## src/hw/rtl/pte_pkg.sv

```systemverilog
// Package: types, phase and event codes for the publish header topic extractor.
`timescale 1ns / 1ps
package pte_pkg;

	localparam int unsigned MAX_LENGTH_BYTES = 4;

	localparam int unsigned LEN_W   = 28;
	localparam int unsigned LCNT_W  = 3;
	localparam int unsigned TLEN_W  = 16;
	localparam int unsigned PHASE_W = 3;
	localparam int unsigned EV_W    = 3;

	localparam logic [PHASE_W-1:0] PH_HEADER    = 3'd0;
	localparam logic [PHASE_W-1:0] PH_LENGTH    = 3'd1;
	localparam logic [PHASE_W-1:0] PH_TLEN_HI   = 3'd2;
	localparam logic [PHASE_W-1:0] PH_TLEN_LO   = 3'd3;
	localparam logic [PHASE_W-1:0] PH_TOPIC     = 3'd4;
	localparam logic [PHASE_W-1:0] PH_PAYLOAD   = 3'd5;
	localparam logic [PHASE_W-1:0] PH_MALFORMED = 3'd6;

	localparam logic [EV_W-1:0] EV_HEADER    = 3'd0;
	localparam logic [EV_W-1:0] EV_LEN_CONT  = 3'd1;
	localparam logic [EV_W-1:0] EV_LEN_DONE  = 3'd2;
	localparam logic [EV_W-1:0] EV_TLEN      = 3'd3;
	localparam logic [EV_W-1:0] EV_TOPIC     = 3'd4;
	localparam logic [EV_W-1:0] EV_PAYLOAD   = 3'd5;
	localparam logic [EV_W-1:0] EV_MALFORMED = 3'd6;

	typedef struct packed {
		logic [PHASE_W-1:0] phase;
		logic [LEN_W-1:0]   len_acc;
		logic [LCNT_W-1:0]  len_cnt;
		logic [TLEN_W-1:0]  tlen;
		logic [TLEN_W-1:0]  tcnt;
	} state_t;

	typedef struct packed {
		logic [EV_W-1:0]   event_res;
		logic [7:0]        topic_char;
		logic              last_topic;
		logic [LEN_W-1:0]  remaining_length;
		logic [LCNT_W-1:0] length_size;
		logic [TLEN_W-1:0] topic_length;
	} res_t;

endpackage

```

## src/hw/rtl/pte_in_if.sv

```systemverilog
// Interface: input byte channel with valid/ready handshake.
`timescale 1ns / 1ps
interface pte_in_if;
	logic       valid;
	logic       ready;
	logic [7:0] data_byte;
	logic       start_req;

	modport source (output valid, output data_byte, output start_req, input ready);
	modport sink (input valid, input data_byte, input start_req, output ready);
endinterface

```

## src/hw/rtl/pte_out_if.sv

```systemverilog
// Interface: result channel with valid/ready handshake.
`timescale 1ns / 1ps
interface pte_out_if;
	logic        valid;
	logic        ready;
	logic [2:0]  event_res;
	logic [7:0]  topic_char;
	logic        last_topic;
	logic [27:0] remaining_length;
	logic [2:0]  length_size;
	logic [15:0] topic_length;

	modport source (output valid, output event_res, output topic_char, output last_topic,
		output remaining_length, output length_size, output topic_length, input ready);
	modport sink (input valid, input event_res, input topic_char, input last_topic,
		input remaining_length, input length_size, input topic_length, output ready);
endinterface

```

## src/hw/rtl/pte_step.sv

```systemverilog
// Per-byte decode: next parser state and result word from current state and byte.
`timescale 1ns / 1ps
module pte_step (
	input  pte_pkg::state_t st,
	input  logic [7:0]      data_byte,
	input  logic            start_req,
	output pte_pkg::state_t st_nxt,
	output pte_pkg::res_t   res
);
	import pte_pkg::*;

	logic [LEN_W-1:0]  addend;
	logic [TLEN_W-1:0] tcnt_inc;

	always_comb begin
		case (st.len_cnt[1:0])
			2'd0:    addend = {21'd0, data_byte[6:0]};
			2'd1:    addend = {14'd0, data_byte[6:0], 7'd0};
			2'd2:    addend = {7'd0, data_byte[6:0], 14'd0};
			default: addend = {data_byte[6:0], 21'd0};
		endcase
	end

	assign tcnt_inc = st.tcnt + 16'd1;

	always_comb begin
		st_nxt         = st;
		res            = '0;
		res.event_res  = EV_MALFORMED;
		if (start_req || st.phase == PH_HEADER) begin
			st_nxt        = '0;
			st_nxt.phase  = PH_LENGTH;
			res.event_res = EV_HEADER;
		end else begin
			unique case (st.phase)
				PH_LENGTH: begin
					if (st.len_cnt >= LCNT_W'(MAX_LENGTH_BYTES)) begin
						st_nxt.phase  = PH_MALFORMED;
						res.event_res = EV_MALFORMED;
					end else begin
						st_nxt.len_acc = st.len_acc + addend;
						st_nxt.len_cnt = st.len_cnt + 3'd1;
						if (data_byte[7]) begin
							res.event_res = EV_LEN_CONT;
						end else begin
							res.event_res = EV_LEN_DONE;
							st_nxt.phase  = PH_TLEN_HI;
						end
					end
				end
				PH_TLEN_HI: begin
					st_nxt.tlen   = {data_byte, 8'h00};
					st_nxt.phase  = PH_TLEN_LO;
					res.event_res = EV_TLEN;
				end
				PH_TLEN_LO: begin
					st_nxt.tlen   = st.tlen | {8'h00, data_byte};
					st_nxt.tcnt   = '0;
					res.event_res = EV_TLEN;
					st_nxt.phase  = ((st.tlen | {8'h00, data_byte}) == '0) ? PH_PAYLOAD : PH_TOPIC;
				end
				PH_TOPIC: begin
					res.event_res  = EV_TOPIC;
					res.topic_char = data_byte;
					st_nxt.tcnt    = tcnt_inc;
					if (tcnt_inc >= st.tlen) begin
						res.last_topic = 1'b1;
						st_nxt.phase   = PH_PAYLOAD;
					end
				end
				PH_PAYLOAD: begin
					res.event_res = EV_PAYLOAD;
				end
				default: begin
					st_nxt.phase  = PH_MALFORMED;
					res.event_res = EV_MALFORMED;
				end
			endcase
		end
		res.remaining_length = st_nxt.len_acc;
		res.length_size      = st_nxt.len_cnt;
		res.topic_length     = (st_nxt.phase == PH_TOPIC || st_nxt.phase == PH_PAYLOAD) ?
			st_nxt.tlen : '0;
	end
endmodule

```

## src/hw/rtl/publish_header_topic_extractor_core.sv

```systemverilog
// Top level: input register, per-byte decode, parser state and result register.
// A word is held in the input register, then decoded; its result is registered once the result register is free.
// Throughput: one word per cycle while results are taken; the result register frees as it is taken.
// Decode is one pass of the step logic between input and result registers.
// Reset clears valids and returns the parser to the header phase, all counts zero.
`timescale 1ns / 1ps
module publish_header_topic_extractor_core (
	input  logic clk,
	input  logic arst_n,
	pte_in_if.sink    pkt,
	pte_out_if.source tag
);
	import pte_pkg::*;

	logic          valid_s1;
	logic [7:0]    byte_s1;
	logic          start_s1;
	logic          adv_s1;
	logic          out_valid_q;
	state_t        state_q;
	state_t        state_nxt;
	res_t          res_nxt;
	res_t          res_q;

	assign adv_s1    = valid_s1 && (!out_valid_q || tag.ready);
	assign pkt.ready = !valid_s1 || adv_s1;

	// hold input word
	always_ff @(posedge clk or negedge arst_n) begin
		if (!arst_n) begin
			valid_s1 <= 1'b0;
		end else if (pkt.ready) begin
			valid_s1 <= pkt.valid;
		end
	end

	always_ff @(posedge clk) begin
		if (pkt.ready && pkt.valid) begin
			byte_s1  <= pkt.data_byte;
			start_s1 <= pkt.start_req;
		end
	end

	pte_step u_step (
		.st        (state_q),
		.data_byte (byte_s1),
		.start_req (start_s1),
		.st_nxt    (state_nxt),
		.res       (res_nxt)
	);

	// advance parser state
	always_ff @(posedge clk or negedge arst_n) begin
		if (!arst_n) begin
			state_q <= '{phase: PH_HEADER, len_acc: '0, len_cnt: '0, tlen: '0, tcnt: '0};
		end else if (adv_s1) begin
			state_q <= state_nxt;
		end
	end

	always_ff @(posedge clk or negedge arst_n) begin
		if (!arst_n) begin
			out_valid_q <= 1'b0;
		end else if (adv_s1) begin
			out_valid_q <= 1'b1;
		end else if (tag.ready) begin
			out_valid_q <= 1'b0;
		end
	end

	always_ff @(posedge clk) begin
		if (adv_s1) begin
			res_q <= res_nxt;
		end
	end

	assign tag.valid            = out_valid_q;
	assign tag.event_res        = res_q.event_res;
	assign tag.topic_char       = res_q.topic_char;
	assign tag.last_topic       = res_q.last_topic;
	assign tag.remaining_length = res_q.remaining_length;
	assign tag.length_size      = res_q.length_size;
	assign tag.topic_length     = res_q.topic_length;

`ifndef SYNTHESIS
	a_start_gives_header: assert property (@(posedge clk) disable iff (!arst_n)
		adv_s1 && start_s1 |=> out_valid_q && res_q.event_res == EV_HEADER)
		else $error("start word did not give a header event");

	a_malformed_sticks: assert property (@(posedge clk) disable iff (!arst_n)
		adv_s1 && !start_s1 && state_q.phase == PH_MALFORMED
		|=> res_q.event_res == EV_MALFORMED && state_q.phase == PH_MALFORMED)
		else $error("malformed phase left without a start");

	a_last_is_topic: assert property (@(posedge clk) disable iff (!arst_n)
		out_valid_q && res_q.last_topic |-> res_q.event_res == EV_TOPIC)
		else $error("last topic flag on a non-topic event");

	a_len_size_bound: assert property (@(posedge clk) disable iff (!arst_n)
		out_valid_q |-> res_q.length_size <= LCNT_W'(MAX_LENGTH_BYTES))
		else $error("length size beyond limit");

	a_state_holds: assert property (@(posedge clk) disable iff (!arst_n)
		!adv_s1 |=> $stable(state_q))
		else $error("parser state changed without a word");
`endif
endmodule
```

## src/flat_wrapper.sv

```systemverilog
// flat-port wrapper written by rule: the top's interface ports become plain ports
module publish_header_topic_extractor_core_flat import pte_pkg::*;
  (clk, arst_n, pkt_valid, pkt_data_byte, pkt_start_req, pkt_ready, tag_valid, tag_event_res, tag_topic_char, tag_last_topic, tag_remaining_length, tag_length_size, tag_topic_length, tag_ready);
  pte_in_if pkt_i ();
  pte_out_if tag_i ();
  input  logic clk;
  input  logic arst_n;
  input wire logic [$bits(pkt_i.valid)-1:0] pkt_valid;
  input wire logic [$bits(pkt_i.data_byte)-1:0] pkt_data_byte;
  input wire logic [$bits(pkt_i.start_req)-1:0] pkt_start_req;
  output wire logic [$bits(pkt_i.ready)-1:0] pkt_ready;
  output wire logic [$bits(tag_i.valid)-1:0] tag_valid;
  output wire logic [$bits(tag_i.event_res)-1:0] tag_event_res;
  output wire logic [$bits(tag_i.topic_char)-1:0] tag_topic_char;
  output wire logic [$bits(tag_i.last_topic)-1:0] tag_last_topic;
  output wire logic [$bits(tag_i.remaining_length)-1:0] tag_remaining_length;
  output wire logic [$bits(tag_i.length_size)-1:0] tag_length_size;
  output wire logic [$bits(tag_i.topic_length)-1:0] tag_topic_length;
  input wire logic [$bits(tag_i.ready)-1:0] tag_ready;
  assign pkt_i.valid = pkt_valid;
  assign pkt_i.data_byte = pkt_data_byte;
  assign pkt_i.start_req = pkt_start_req;
  assign pkt_ready = pkt_i.ready;
  assign tag_valid = tag_i.valid;
  assign tag_event_res = tag_i.event_res;
  assign tag_topic_char = tag_i.topic_char;
  assign tag_last_topic = tag_i.last_topic;
  assign tag_remaining_length = tag_i.remaining_length;
  assign tag_length_size = tag_i.length_size;
  assign tag_topic_length = tag_i.topic_length;
  assign tag_i.ready = tag_ready;
  publish_header_topic_extractor_core u_core (.clk(clk), .arst_n(arst_n), .pkt(pkt_i), .tag(tag_i));
endmodule
```

## config.mk

```make
export PLATFORM = sky130hd
export DESIGN_NAME = publish_header_topic_extractor_core_flat
export DESIGN_NICKNAME = d
export VERILOG_FILES = /design/src/hw/rtl/pte_pkg.sv /design/src/hw/rtl/pte_in_if.sv /design/src/hw/rtl/pte_out_if.sv /design/src/hw/rtl/pte_step.sv /design/src/hw/rtl/publish_header_topic_extractor_core.sv /design/src/flat_wrapper.sv
export SDC_FILE = /design/constraint.sdc
export NUM_CORES = 1
export LEC_CHECK = 0
export BUFFER_PORTS_ARGS = -buffer_cell sky130_fd_sc_hd__buf_2
export CAP_MARGIN = 10
export CORE_MARGIN = 4
export CORE_UTILIZATION = 65
export DETAILED_ROUTE_END_ITERATION = 6
export MAX_ROUTING_LAYER = met4
export PLACE_DENSITY_LB_ADDON = 0.12
export SYNTH_ARGS = -nofsm -noshare
export SYNTH_HDL_FRONTEND = slang
export SYNTH_HIERARCHICAL = 1
export SYNTH_SLANG_ARGS = --single-unit
```

## constraint.sdc

```tcl
create_clock -name clk -period 9.1 [get_ports clk]
set_clock_uncertainty 0.05 [all_clocks]
set_input_delay 0.455 -clock clk [delete_from_list [all_inputs] [get_ports clk]]
set_output_delay 0.455 -clock clk [all_outputs]
set_load 0.02 [all_outputs]
```

==> Yosys cells after proc, flatten, opt, wreduce, memory -nomap -nowiden <==
Cells that the tools add are included.
W data, S select, Z words.
{ "word_totals": {"ff_bits": 136, "in_bits": 13, "out_inout_bits": 61, "word_cells": 64} }
{ "op_classes": {"addsub": 3, "n_lt_le_gt_ge": 2, "n_eq_ne": 9, "muxes": 17, "bitwise_logic": 2, "n_reduce_logical": 16} }
{ "ops": {"columns": ["operator", "count"], "rows": [
  ["$pmux W28 S3", 1],
  ["$mux W66", 1],
  ["$pmux W16 S2", 2],
  ["$mux W31", 2],
  ["$add A28 B28 Y28", 1],
  ["$add A16 B1 Y16 const B", 1],
  ["$ge A16 B16 Y1", 1],
  ["$logic_not A16 Y1", 1],
  ["$or A16 B8 Y16", 1],
  ["$pmux W3 S5", 1],
  ["$eq A3 B3 Y1 const B", 4],
  ["$mux W3", 4],
  ["$pmux W3 S4", 1],
  ["$eq A3 B2 Y1 const B", 2],
  ["$logic_or A1 B1 Y1", 4],
  ["$mux W1", 4],
  ["$reduce_or A2 Y1", 2],
  ["$add A3 B1 Y3 const B", 1],
  ["$eq A3 B1 Y1 const B", 1],
  ["$ge A3 B3 Y1 const B", 1],
  ["$logic_not A3 Y1", 1],
  ["$reduce_bool A3 Y1", 1],
  ["$eq A2 B1 Y1 const B", 1],
  ["$eq A2 B2 Y1 const B", 1],
  ["other kinds (7)", 9]
]} }

==> Longest topological paths before layout <==
{ "depth": {"word_depth": 8, "depth_mapped": 16, "ltp_nobuf": 15} }

==> Modules after synthesis <==
The synthesis kept the hierarchy.
{ "modules_own_cells": {"columns": ["module", "instances", "cells_each", "area_per_inst_um2", "seq_area_each_um2"], "rows": [
  ["publish_header_topic_extractor_core", 1, 216, 4705.8, 3743.6],
  ["pte_step", 1, 630, 3849.9, 0.0]
]} }

==> Worst setup path before layout <==
Ideal clock, no wire load.
{ "synth_timing": {"path_type": "reg-to-reg", "startpoint": "register u_core/state_q[32] in the netlist's numbering", "endpoint": "register u_core/state_q[62] in the netlist's numbering", "setup_time_ps": 125, "arrival_time_ps": 3551, "required_time_ps": 8925, "slack_ps": 5375, "path_stages_with_launch": 16, "n_path_buf": 1, "period_less_slack_ps": 3725, "cell_sequence": "dfrtp_1 ha_1 nor2b_1 and2_1 ha_1 a21o_1 a21o_1 a21o_1 or3_1 a211o_1 nand3_2 and3_4 mux2i_1 or3_1 buf_4 mux2_2"} }
{ "synth_lines": {"columns": ["item", "line_no", "rtl"], "rows": [
  ["start, declared", "publish_header_topic_extractor_core.sv:20", "state_t state_q;"],
  ["start signal, assigned", "publish_header_topic_extractor_core.sv:55", "state_q <= '{phase: PH_HEADER, len_acc: '0, len_cnt: '0, tlen: '0, tcnt: '0};"],
  ["start signal, assigned", "publish_header_topic_extractor_core.sv:57", "state_q <= state_nxt;"]
]} }

==> results_dict.tcl <==
set metrics [dict create \
    maxSlewViolCount 0 \
    post-route-period-util_pct 44.8 \
    ios 74 \
    swShare_pct 38.6 \
    wl_per_cell_um 20.1 \
    fillCellCount 927 \
    tritoncts "yes" \
    synth_area_leaders "edfxtp_1 (24%), dfrtp_1 (20%), ha_1 (7.2%), mux2_4 (5.1%), mux2_2 (4.9%)" \
    synth_seq_cells 136 \
    clockBufferDepth 2 \
    rr_worst_depth 14 \
    end_kind "register" \
    viasPerCell 6.25 \
    clock-sinks 136 \
    fmax_ghz 0.245 \
    synth_common_cells "a21oi_1 (82), nand2_1 (71), nor2_1 (70), dfrtp_1 (68), edfxtp_1 (68)" \
    place_congestion 0.974 \
    syn_inst 846 \
    cp.arrival_ns 4.33 \
    final_antenna_net_count 0 \
    globalRouteMet2Util_pct 49.4 \
    synth-async-reset-ratio_pct 50.0 \
    hold_viol 0 \
    met1_usage_pct 38.3 \
    final_util_pct 73.1 \
    power.switching_uw 915 \
    syn2layout_area_growth_pct 9.11 \
    p_total_uw 2370 \
    syn_area_um2 8560 \
    grt_pass1_vias 6566 \
    worst_setup_path_start_kind "register" \
    grt_remaining_overflow 0 \
    clkTransAtPathRegs_ns 0.06 \
    cts_resized 0 \
    synth.most_common_cell "a21oi_1" \
    min_path_type "in2reg" \
    dp_cells 1031 \
    htreeDepth 4 \
    grtUsageTotal_pct 30.5 \
    die_x_um 123 \
    routed_wl_um 21400 \
    use_met3_pct 5.30 \
    rsz0062_at_grt "false" \
    drt-initial-drc-count 643 \
    relSlewSlack_pct 24.5 \
    dr.pass1.iters 6 \
    worst_slew_pin_slew_ns 1.13 \
    ys_types 54 \
    grt_pass1_wl_um 34000 \
    num_vias 6655 \
    drc 0 \
    diodes 0 \
    cts_root_buf "clkbuf_16" \
    die_area_um2 15100 \
    clkPwrFrac_pct 26.8 \
    p_per_area_nw_per_um2 254 \
    die_h_um 123 \
    yosys.area.top_type "edfxtp_1" \
    cp_max_fo 6 \
    synth_top_area_share_pct 23.9 \
    yosysSeqAreaShare_pct 43.8 \
    layout.nets 942 \
    busiest_layer "met2" \
    internal_power_uw 1460 \
    drv_cap 0 \
    grt_max_degree 69 \
    min_path_cells 1 \
    coreArea_um2 12800 \
    row_count 41 \
    antenna_found_initial 0 \
    post_cts_buffers 0 \
    p_leak_uw 0.00428 \
    synth_fp_nets 909 \
    initial_core_util_pct 67.0 \
    yosys_warnings 6 \
    critPathKind "reg2reg" \
    finalSetupViolCount 0 \
    hold_buffers 0 \
    worst_ir_drop_vdd_uv 195 \
    p_seq_share_pct 35.6 \
    drive_above_1_share_pct 20.9 \
    synth_top_flop_cell "edfxtp_1" \
    synth_edf_count 68 \
    reg2reg_slack_ns 5.02 \
    final_cells 1064 \
    insertion_delay_ns 0.42 \
    status "finished clean" \
    dp_hpwl_um 14100 \
    period_minus_slack_ns 4.08 \
    finalSetupTns_ns 0 \
    crit_required_ns 9.35 \
    io_buffers 73 \
    syn_area_per_cell_um2 10.1 \
    cts_buffers 17 \
    pwr-share-comb_pct 37.6 \
]
[layout make-up]
class                      count  area [um2]  share of cell area [%]
multi-input combinational    623        4350                    46.5
timing repair buffer          78         403                    4.32
inverter                      23        86.3                   0.925
sequential                   136        3740                    40.1
clock inverter                12         105                    1.13
clock buffer                  20         437                    4.68
tap                          172         215                    2.31
[sequential cells by signal, indices dropped and copies added (netlist names)]
name and cells:
u_core/state_q 66, u_core/tag.topic_length 16, u_core/tag.event_res 3, u_core/valid_s1 1, u_core/tag.topic_char 8, u_core/tag.remaining_length 28
u_core/tag.length_size 3, u_core/start_s1 1, u_core/tag.valid 1, u_core/byte_s1 8, u_core/tag.last_topic 1
[cells in the final DEF (no fill, tap or decap), types with 8 or more instances in the layout]
master and count:
clkbuf_16 17, inv_1 21, a21o_1 28, nor3_1 33, ha_1 49, xnor2_1 25, dfrtp_1 68, nand2_1 71
mux2_2 37, nand3_1 19, and3_1 9, nor4_1 8, o21ai_0 19, edfxtp_1 68, buf_2 73, a31oi_1 10
and2_1 40, xor2_1 10, mux2_4 29, a21oi_1 82, nor2_1 70
[per-layer routing]
metal	share of wire, %	routed length [um]
met2	49	10600
met1	41	8850
met3	6.9	1470
met5	0	0
met4	2.2	479
[path summary, 6_finish.rpt]
| check | end | from |
|---|---|---|
| worst max-delay path | u_core/state_q[63] | u_core/state_q[0] |
| worst min-delay path | u_core/byte_s1[5] | pkt_data_byte[5] |
| worst max register to register | u_core/state_q[63] | u_core/state_q[0] |
| worst min register to register | u_core/state_q[28] | u_core/state_q[28] |
| max in group asynchronous | u_core/state_q[58] | arst_n |
| min in group asynchronous | u_core/state_q[52] | arst_n |
[metrics by stage]
| stage | instance area (um2) | hold slack (ns) | worst slack (ns) |
|---|---|---|---|
| CTS | 9330 | 0.134 | 5.09 |
| floorplan | 8560 | 0.109 | 5.37 |
| global placement | 8790 | 0.468 | 5.23 |
| detailed placement | 8790 | 0.478 | 5.10 |
| finish | 9340 | 0.153 | 5.02 |
| global route | 9340 | 0.133 | 4.77 |
[worst max-delay path, cell delays in order (launching register included)]
cell	delay, ns
dfrtp_1	0.42
ha_1	0.26
nand3_1	0.19
nor2_1	0.29
nand3_1	0.21
nor2_1	0.39
nand2_1	0.23
xnor2_1	0.25
ha_1	0.28
and4_1	0.17
a21oi_1	0.14
and3_1	0.23
nor3_1	0.06
or4_1	0.50
mux2_4	0.27
[power groups by stage]
stage	registers [uW]	clock network [uW]	logic (uW)
floorplan	860	0	670
global placement	846	0	838
detailed placement	851	0	862
CTS	842	645	872
global route	855	673	968
finish	844	635	893
[logic make-up (layout without fill, tap and decap cells)]
kind of cell	after synthesis	after routing	synth area share, %
DFF	136	136	43.8
xor gates and xnor gates	35	35	3.58
and+or+nand+nor	291	291	16.8
adders and majority gates	50	50	7.40
AOI/OAI and AO/OA	178	178	12.5
buffers and inverters	87	133	5.57
muxes	69	69	10.3
No activity file was read; power rests on OpenSTA's default activity.
